--- config.mk ---
export PLATFORM = sky130hd
export DESIGN_NAME = particle_sensor_frame_parser
export DESIGN_NICKNAME = d
export VERILOG_FILES = /design/src/rtl/core/psfp_pkg.sv /design/src/rtl/core/particle_sensor_frame_parser.sv /design/src/rtl/core/psfp_word_ram.sv /design/src/rtl/core/psfp_ctrl.sv
export VERILOG_INCLUDE_DIRS = /design/src /design/src/rtl/core
export SDC_FILE = /design/constraint.sdc
export NUM_CORES = 1
export LEC_CHECK = 0
export ABC_CLOCK_PERIOD_IN_PS = 4200
export CAP_MARGIN = 10
export CORE_MARGIN = 2
export CORE_UTILIZATION = 32
export CTS_CLUSTER_SIZE = 25
export DETAILED_ROUTE_END_ITERATION = 6
export DONT_BUFFER_PORTS = 1
export HOLD_SLACK_MARGIN = 0.08
export PLACE_DENSITY = 0.54
export SYNTH_ARGS = -nofsm -noshare
export SYNTH_HDL_FRONTEND = slang
export SYNTH_HIERARCHICAL = 1
export SYNTH_SLANG_ARGS = --single-unit
--- constraint.sdc ---
create_clock -name aclk -period 4.2 [get_ports aclk]
set_input_delay 0.84 -clock aclk [delete_from_list [all_inputs] [get_ports aclk]]
set_output_delay 0.84 -clock aclk [all_outputs]
set_load 0.05 [all_outputs]
--- src/rtl/core/particle_sensor_frame_parser_defines.svh ---
// Assertion macros for the particle sensor frame parser.
// Included by the top level; the macros expect aclk and aresetn in scope.
`ifndef PARTICLE_SENSOR_FRAME_PARSER_DEFINES_SVH
`define PARTICLE_SENSOR_FRAME_PARSER_DEFINES_SVH

// The consequent must hold in the same cycle as the antecedent.
`define PSFP_ASSERT_SAME(label, ante, cons, msg) \
    label: assert property (@(posedge aclk) disable iff (!aresetn) (ante) |-> (cons)) \
        else $error(msg);

// The consequent must hold in the cycle after the antecedent.
`define PSFP_ASSERT_NEXT(label, ante, cons, msg) \
    label: assert property (@(posedge aclk) disable iff (!aresetn) (ante) |=> (cons)) \
        else $error(msg);

`endif

--- src/rtl/core/psfp_pkg.sv ---
// Shared types and constants of the particle sensor frame parser.
// Used by the word memory, the control unit and the top level.
`timescale 1ns / 1ps

package psfp_pkg;

    localparam int BYTE_W       = 8;
    localparam int WORD_W       = 16;
    localparam int FRAME_BYTES  = 32;
    localparam int SUMMED_BYTES = 30;
    localparam int DATA_WORDS   = 14;
    localparam int POS_W        = $clog2(FRAME_BYTES);
    localparam int IDX_W        = $clog2(DATA_WORDS);

    localparam logic [BYTE_W-1:0] SYNC_BYTE_RESET = 8'h42;
    localparam logic [POS_W-1:0]  LAST_POS        = POS_W'(FRAME_BYTES - 1);
    localparam logic [POS_W-1:0]  SUM_END_POS     = POS_W'(SUMMED_BYTES);
    localparam logic [IDX_W-1:0]  LAST_IDX        = IDX_W'(DATA_WORDS - 1);

    // Sequencer states.
    typedef enum logic [1:0] {
        ST_RECV,
        ST_READ,
        ST_SHOW,
        ST_ERR
    } psfp_state_t;

    // Access request from the control unit to the word memory.
    typedef struct packed {
        logic              wr_en;
        logic [IDX_W-1:0]  wr_addr;
        logic [WORD_W-1:0] wr_data;
        logic              rd_en;
        logic [IDX_W-1:0]  rd_addr;
    } psfp_ram_req_t;

endpackage

--- src/rtl/core/particle_sensor_frame_parser.sv ---
// Particle sensor frame parser. Takes one byte per beat while receiving.
// After the final byte of a 32-byte frame the input stalls while results go
// out: one error beat on a checksum mismatch, or fourteen word beats, each
// a word memory read and then the beat on the output, held by any
// downstream stall. The word memory needs no clearing after reset.
// Depends on psfp_pkg, psfp_ctrl, psfp_word_ram and the assertion macros.
`timescale 1ns / 1ps
`include "particle_sensor_frame_parser_defines.svh"

module particle_sensor_frame_parser (
    input  logic        aclk,
    input  logic        aresetn,
    input  logic        cfg_we,
    input  logic [7:0]  cfg_wdata,    // sync_byte
    input  logic        s_tvalid,
    output logic        s_tready,
    input  logic [7:0]  s_tdata,      // [7:0] rx_byte
    output logic        m_tvalid,
    input  logic        m_tready,
    output logic [23:0] m_tdata,      // [3:0] word_index, [19:4] word_value, [23:20] zero
    output logic        m_tuser,      // [0] frame_error
    output logic        m_tlast       // last
);

    psfp_pkg::psfp_ram_req_t          ram_req;
    logic [psfp_pkg::WORD_W-1:0]      ram_rd_data;
    logic [psfp_pkg::IDX_W-1:0]       word_index;
    logic [psfp_pkg::WORD_W-1:0]      word_value;

    // Control unit.
    psfp_ctrl u_ctrl (
        .aclk        (aclk),
        .aresetn     (aresetn),
        .cfg_we      (cfg_we),
        .cfg_wdata   (cfg_wdata),
        .s_tvalid    (s_tvalid),
        .s_tready    (s_tready),
        .rx_byte     (s_tdata),
        .m_tvalid    (m_tvalid),
        .m_tready    (m_tready),
        .frame_error (m_tuser),
        .word_index  (word_index),
        .word_value  (word_value),
        .last        (m_tlast),
        .ram_req     (ram_req),
        .ram_rd_data (ram_rd_data)
    );

    // Word store.
    psfp_word_ram u_word_ram (
        .aclk    (aclk),
        .req     (ram_req),
        .rd_data (ram_rd_data)
    );

    // Pack the result beat.
    assign m_tdata = {4'b0000, word_value, word_index};

    // An error result stands alone.
    `PSFP_ASSERT_SAME(a_err_is_last, m_tvalid && m_tuser, m_tlast, "error beat without last")
    // No byte is taken while results are pending.
    `PSFP_ASSERT_SAME(a_no_rx_during_emit, m_tvalid, !s_tready, "input open during emit")
    // The word memory is written only by an accepted byte.
    `PSFP_ASSERT_SAME(a_write_on_byte, ram_req.wr_en, s_tvalid && s_tready,
                      "word write without byte")
    // After a non-final word beat is taken, the next word is read first.
    `PSFP_ASSERT_NEXT(a_read_gap, m_tvalid && m_tready && !m_tlast, !m_tvalid,
                      "word beat without memory read")

endmodule

--- src/rtl/core/psfp_word_ram.sv ---
// Word store of the frame parser: one write port, one registered read port.
// Depends on psfp_pkg for widths, depth and the request struct.
`timescale 1ns / 1ps

module psfp_word_ram (
    input  logic                             aclk,
    input  psfp_pkg::psfp_ram_req_t          req,
    output logic [psfp_pkg::WORD_W-1:0]      rd_data
);

    logic [psfp_pkg::WORD_W-1:0] word_mem [psfp_pkg::DATA_WORDS];
    logic [psfp_pkg::WORD_W-1:0] rd_data_reg;

    // Write port.
    always_ff @(posedge aclk) begin
        if (req.wr_en) begin
            word_mem[req.wr_addr] <= req.wr_data;
        end
    end

    // Read port; the data holds until the next read.
    always_ff @(posedge aclk) begin
        if (req.rd_en) begin
            rd_data_reg <= word_mem[req.rd_addr];
        end
    end

    assign rd_data = rd_data_reg;

endmodule

--- src/rtl/core/psfp_ctrl.sv ---
// Control unit of the frame parser: sync hunt, checksum, word assembly
// and the emit sequencer. Depends on psfp_pkg.
`timescale 1ns / 1ps

module psfp_ctrl (
    input  logic                             aclk,
    input  logic                             aresetn,
    input  logic                             cfg_we,
    input  logic [psfp_pkg::BYTE_W-1:0]      cfg_wdata,
    input  logic                             s_tvalid,
    output logic                             s_tready,
    input  logic [psfp_pkg::BYTE_W-1:0]      rx_byte,
    output logic                             m_tvalid,
    input  logic                             m_tready,
    output logic                             frame_error,
    output logic [psfp_pkg::IDX_W-1:0]       word_index,
    output logic [psfp_pkg::WORD_W-1:0]      word_value,
    output logic                             last,
    output psfp_pkg::psfp_ram_req_t          ram_req,
    input  logic [psfp_pkg::WORD_W-1:0]      ram_rd_data
);

    psfp_pkg::psfp_state_t state_reg, state_next;

    logic [psfp_pkg::BYTE_W-1:0] sync_reg, sync_next;
    logic [psfp_pkg::POS_W-1:0]  pos_reg, pos_next;
    logic [psfp_pkg::WORD_W-1:0] sum_reg, sum_next;
    logic [psfp_pkg::BYTE_W-1:0] hold_reg, hold_next;
    logic [psfp_pkg::IDX_W-1:0]  idx_reg, idx_next;

    logic                        byte_acc;
    logic                        frame_end;
    logic [psfp_pkg::WORD_W-1:0] word_in;

    assign byte_acc  = s_tvalid && s_tready;
    assign frame_end = byte_acc && (pos_reg == psfp_pkg::LAST_POS);
    assign word_in   = {hold_reg, rx_byte};

    // Next state of the sequencer.
    always_comb begin
        state_next = state_reg;
        case (state_reg)
            psfp_pkg::ST_RECV: begin
                if (frame_end) begin
                    state_next = (word_in == sum_reg) ? psfp_pkg::ST_READ : psfp_pkg::ST_ERR;
                end
            end
            psfp_pkg::ST_READ: begin
                state_next = psfp_pkg::ST_SHOW;
            end
            psfp_pkg::ST_SHOW: begin
                if (m_tready) begin
                    state_next = (idx_reg == psfp_pkg::LAST_IDX) ?
                                 psfp_pkg::ST_RECV : psfp_pkg::ST_READ;
                end
            end
            psfp_pkg::ST_ERR: begin
                if (m_tready) begin
                    state_next = psfp_pkg::ST_RECV;
                end
            end
            default: begin
                state_next = psfp_pkg::ST_RECV;
            end
        endcase
    end

    // Handshake, result payload and memory requests.
    always_comb begin
        s_tready    = 1'b0;
        m_tvalid    = 1'b0;
        frame_error = 1'b0;
        word_index  = '0;
        word_value  = '0;
        last        = 1'b0;
        ram_req     = '0;
        case (state_reg)
            psfp_pkg::ST_RECV: begin
                s_tready = 1'b1;
                // Odd positions from 3 on complete a data word; the last one
                // completes the checksum, which is not stored.
                ram_req.wr_en   = byte_acc && pos_reg[0] && (pos_reg >= 3)
                                  && (pos_reg != psfp_pkg::LAST_POS);
                ram_req.wr_addr = pos_reg[psfp_pkg::POS_W-1:1] - 1'b1;
                ram_req.wr_data = word_in;
            end
            psfp_pkg::ST_READ: begin
                ram_req.rd_en   = 1'b1;
                ram_req.rd_addr = idx_reg;
            end
            psfp_pkg::ST_SHOW: begin
                m_tvalid   = 1'b1;
                word_index = idx_reg;
                word_value = ram_rd_data;
                last       = (idx_reg == psfp_pkg::LAST_IDX);
            end
            psfp_pkg::ST_ERR: begin
                m_tvalid    = 1'b1;
                frame_error = 1'b1;
                last        = 1'b1;
            end
            default: begin
                s_tready = 1'b0;
            end
        endcase
    end

    // Frame tracking: sync byte, position, running sum, held high byte, emit index.
    always_comb begin
        sync_next = cfg_we ? cfg_wdata : sync_reg;
        pos_next  = pos_reg;
        sum_next  = sum_reg;
        hold_next = hold_reg;
        idx_next  = idx_reg;
        if (byte_acc) begin
            if (pos_reg == '0) begin
                if (rx_byte == sync_reg) begin
                    sum_next = psfp_pkg::WORD_W'(rx_byte);
                    pos_next = psfp_pkg::POS_W'(1);
                end
            end else begin
                if (pos_reg < psfp_pkg::SUM_END_POS) begin
                    sum_next = sum_reg + psfp_pkg::WORD_W'(rx_byte);
                end
                if ((pos_reg >= 2) && !pos_reg[0]) begin
                    hold_next = rx_byte;
                end
                // Wraps to zero after the last byte, back to hunting.
                pos_next = pos_reg + 1'b1;
            end
        end
        if (frame_end) begin
            idx_next = '0;
        end else if ((state_reg == psfp_pkg::ST_SHOW) && m_tready) begin
            idx_next = idx_reg + 1'b1;
        end
    end

    always_ff @(posedge aclk) begin
        if (!aresetn) begin
            state_reg <= psfp_pkg::ST_RECV;
            sync_reg  <= psfp_pkg::SYNC_BYTE_RESET;
            pos_reg   <= '0;
            sum_reg   <= '0;
            hold_reg  <= '0;
            idx_reg   <= '0;
        end else begin
            state_reg <= state_next;
            sync_reg  <= sync_next;
            pos_reg   <= pos_next;
            sum_reg   <= sum_next;
            hold_reg  <= hold_next;
            idx_reg   <= idx_next;
        end
    end

endmodule
==> out/results.tsv <==
metric	value	unit
CTS root buf	clkbuf_16	
Setup crit start kind	flop	
Num CTS Buffers	29	
DRT Pass-1 Iters	4	
Critical Path Max Stage Delay	0.75	ns
cts hold-fix bufs	0	
Mapped Area	11900	sq um
DRC viols	0	
post-route antenna net violation count	0	
commonest non-fill, non-tap cell in the layout	edfxtp_1	
cells along the critical path	nor2b_2 > and2_1	
max_cap viols	0	
Lkg Pwr	4.44	nW
fin nets	802	
Syn Area/Cell	16.0	sq um
Initial DRC Count	449	
ant diodes	0	
maximum root-to-sink buffer count	3	
Area Growth Syn to Fin	14.5	%
outcome	finished clean	
max FFs per register	224	
Die X	197	um
worst hold path class	primary input to flop	
WL/cell	21.1	um
critical path's slowest cell	nor2b_2	
layout cells sized above 1	20.7	%
overall routed net length	26.4	mm
arrival time worst endpoint	2.42	ns
largest net degree at the start of global routing	30	
die height	197	um
final setup vio count	0	
Setup crit end kind	output port	
Max-Slew Margin vs Limit	36.1	%
first-pass GRT wire length	40.0	mm
Min Hold Slack	0.351	ns
fmax	307	MHz
count of unique library cells instantiated by Yosys	54	
Via density	5.05	
crit-path max FO	21	
Post-synth EDFFs	240	
PortBufs	0	
Overflow after GRT	0	
clock latency on the worst-skew pair	0.55	ns
post-CTS sizing	0	
num rows	70	
DP HPWL	16.4	mm
fin crit share	77.6	%
ys flop type	edfxtp_1	
Required @ worst endpoint	3.36	ns
Vias	6342	
Max IR drop VDD	0.000273	V
CTS tree	built	
Initial Util	32.5	%
Core Area	36700	sq um
Design Power	5.98	mW
level count of the clock H-tree	1	
most frequent cells in the layout	edfxtp_1 (240), nor2_1 (46), dfxtp_1 (43), and2_1 (39), mux4_2 (39)	
GPL Wtd Cong	0.747	
antenna violations before repair	0	
post-CTS setup buffers	0	
skew final	0.0106	ns
max-slew violation count	0	
setup TNS	0	ns
post-synthesis instance total	744	
Worst Max-Slew Pin Slew	0.951	ns
final hold violation count	0	
total track usage	13.7	%
Seq cells post-synth	283	
Cell Pwr Density	438	nW/um^2
Setup CP Type	flop to output port	
number of global-route vias before repair	6461	
Period minus WS final	3.26	ns
synth warn	6	
count of clock tree sinks	283	
CTS clock-pin slew for the worst setup and hold paths	0.06	ns
RSZ-0062 raised after global routing	no	
Seq/Total Area, Yosys	67.6	%
I/O Pins	49	
DIE AREA	38900	sq um
FFs w/ async S/R, synth	0	%
-- area by class of cell --
type                            instances  area [sq um]
Clock buffer                           30           729
Tap cell                              468           586
Fill cell                            3392         23000
Inverter                               11          41.3
Multi-Input combinational cell        411          3650
Sequential cell                       283          8070
Clock inverter                         24           343
Timing Repair Buffer                   28           240
-- worst paths after layout --
| kind | start | slack [ns] | to | depth (start not counted) |
|---|---|---|---|---|
| setup / recovery | u_ctrl/state_reg[1]$_SDFFE_PN0P_ | 0.94 | m_tdata[14] | 2 |
| hold / removal | aresetn | 0.35 | u_ctrl/sync_reg[1]$_SDFFE_PN1P_ | 1 |
| setup reg to reg | u_ctrl/state_reg[0]$_SDFFE_PN0P_ | 1.09 | u_word_ram/rd_data[6]$_DFFE_PP_ | 7 |
| hold reg to reg | u_ctrl/sync_reg[1]$_SDFFE_PN1P_ | 0.49 | u_ctrl/sync_reg[1]$_SDFFE_PN1P_ | 2 |
-- per-layer routing --
layer,track usage (%),vias up,wire length (um)
li1,-,2906,-
met1,18.5,3284,12000
met2,23.5,129,13000
met3,2.41,23,1200
met4,2.06,0,278
met5,0,-,0
-- cell families (layout without fill, tap and decap cells) --
family,count (synthesis),count (layout),share of synthesized area [%]
other,1,4,0.0314
XOR/XNOR,30,30,2.20
flip-flops,283,283,67.6
multiplexers,97,97,13.6
adder cells (fa/ha/maj),17,17,1.85
AO/OA/AOI/OAI,89,89,4.95
AND/OR/NAND/NOR,174,174,7.39
buffers and inverters,53,93,2.34
-- cell usage after synthesis (all sizes together) (4+ instances only) --
library cell / n / share of area [%]
o22ai: 16 / 0.84
xnor2: 23 / 1.7
buf: 26 / 1.5
nor3: 13 / 0.55
nor2: 58 / 1.8
a21o: 4 / 0.25
dfxtp: 43 / 7.2
nand2: 26 / 0.84
nand3: 7 / 0.34
a211oi: 5 / 0.31
mux4: 48 / 9.3
inv: 11 / 0.35
clkbuf: 16 / 0.50
xor2: 7 / 0.51
mux2: 17 / 1.6
nand4: 6 / 0.31
a31oi: 5 / 0.26
ha: 16 / 1.7
o21ai: 10 / 0.42
a21oi: 28 / 1.2
mux2i: 32 / 2.7
a311oi: 5 / 0.37
a31o: 4 / 0.29
and2: 41 / 2.1
nor4: 4 / 0.21
edfxtp: 240 / 60
-- metrics by stage --
step,utilization [%],worst slack (ns),instance area (sq um),instances
global placement,34.3,0.853,12600,1200
detailed placement,34.3,0.896,12600,1200
global route,37.2,0.694,13700,1255
floorplan,-,0.505,11900,747
finish,37.2,0.942,13700,1255
CTS,37.2,0.823,13600,1254
-- critical path, delay by kind of cell (launching register included) --
family           cells  cell delay, ns
flip-flops           1            0.50
AND/OR/NAND/NOR      2            1.34
-- report_power, final --
group          switching (mW)  leakage (nW)  internal [mW]  total [mW]
logic                  0.0536          1.34         0.0255      0.0791
clock network            1.11         0.510           1.76        2.87
registers             0.00342          2.58           3.03        3.03
Power figures use the tool's default switching activity.
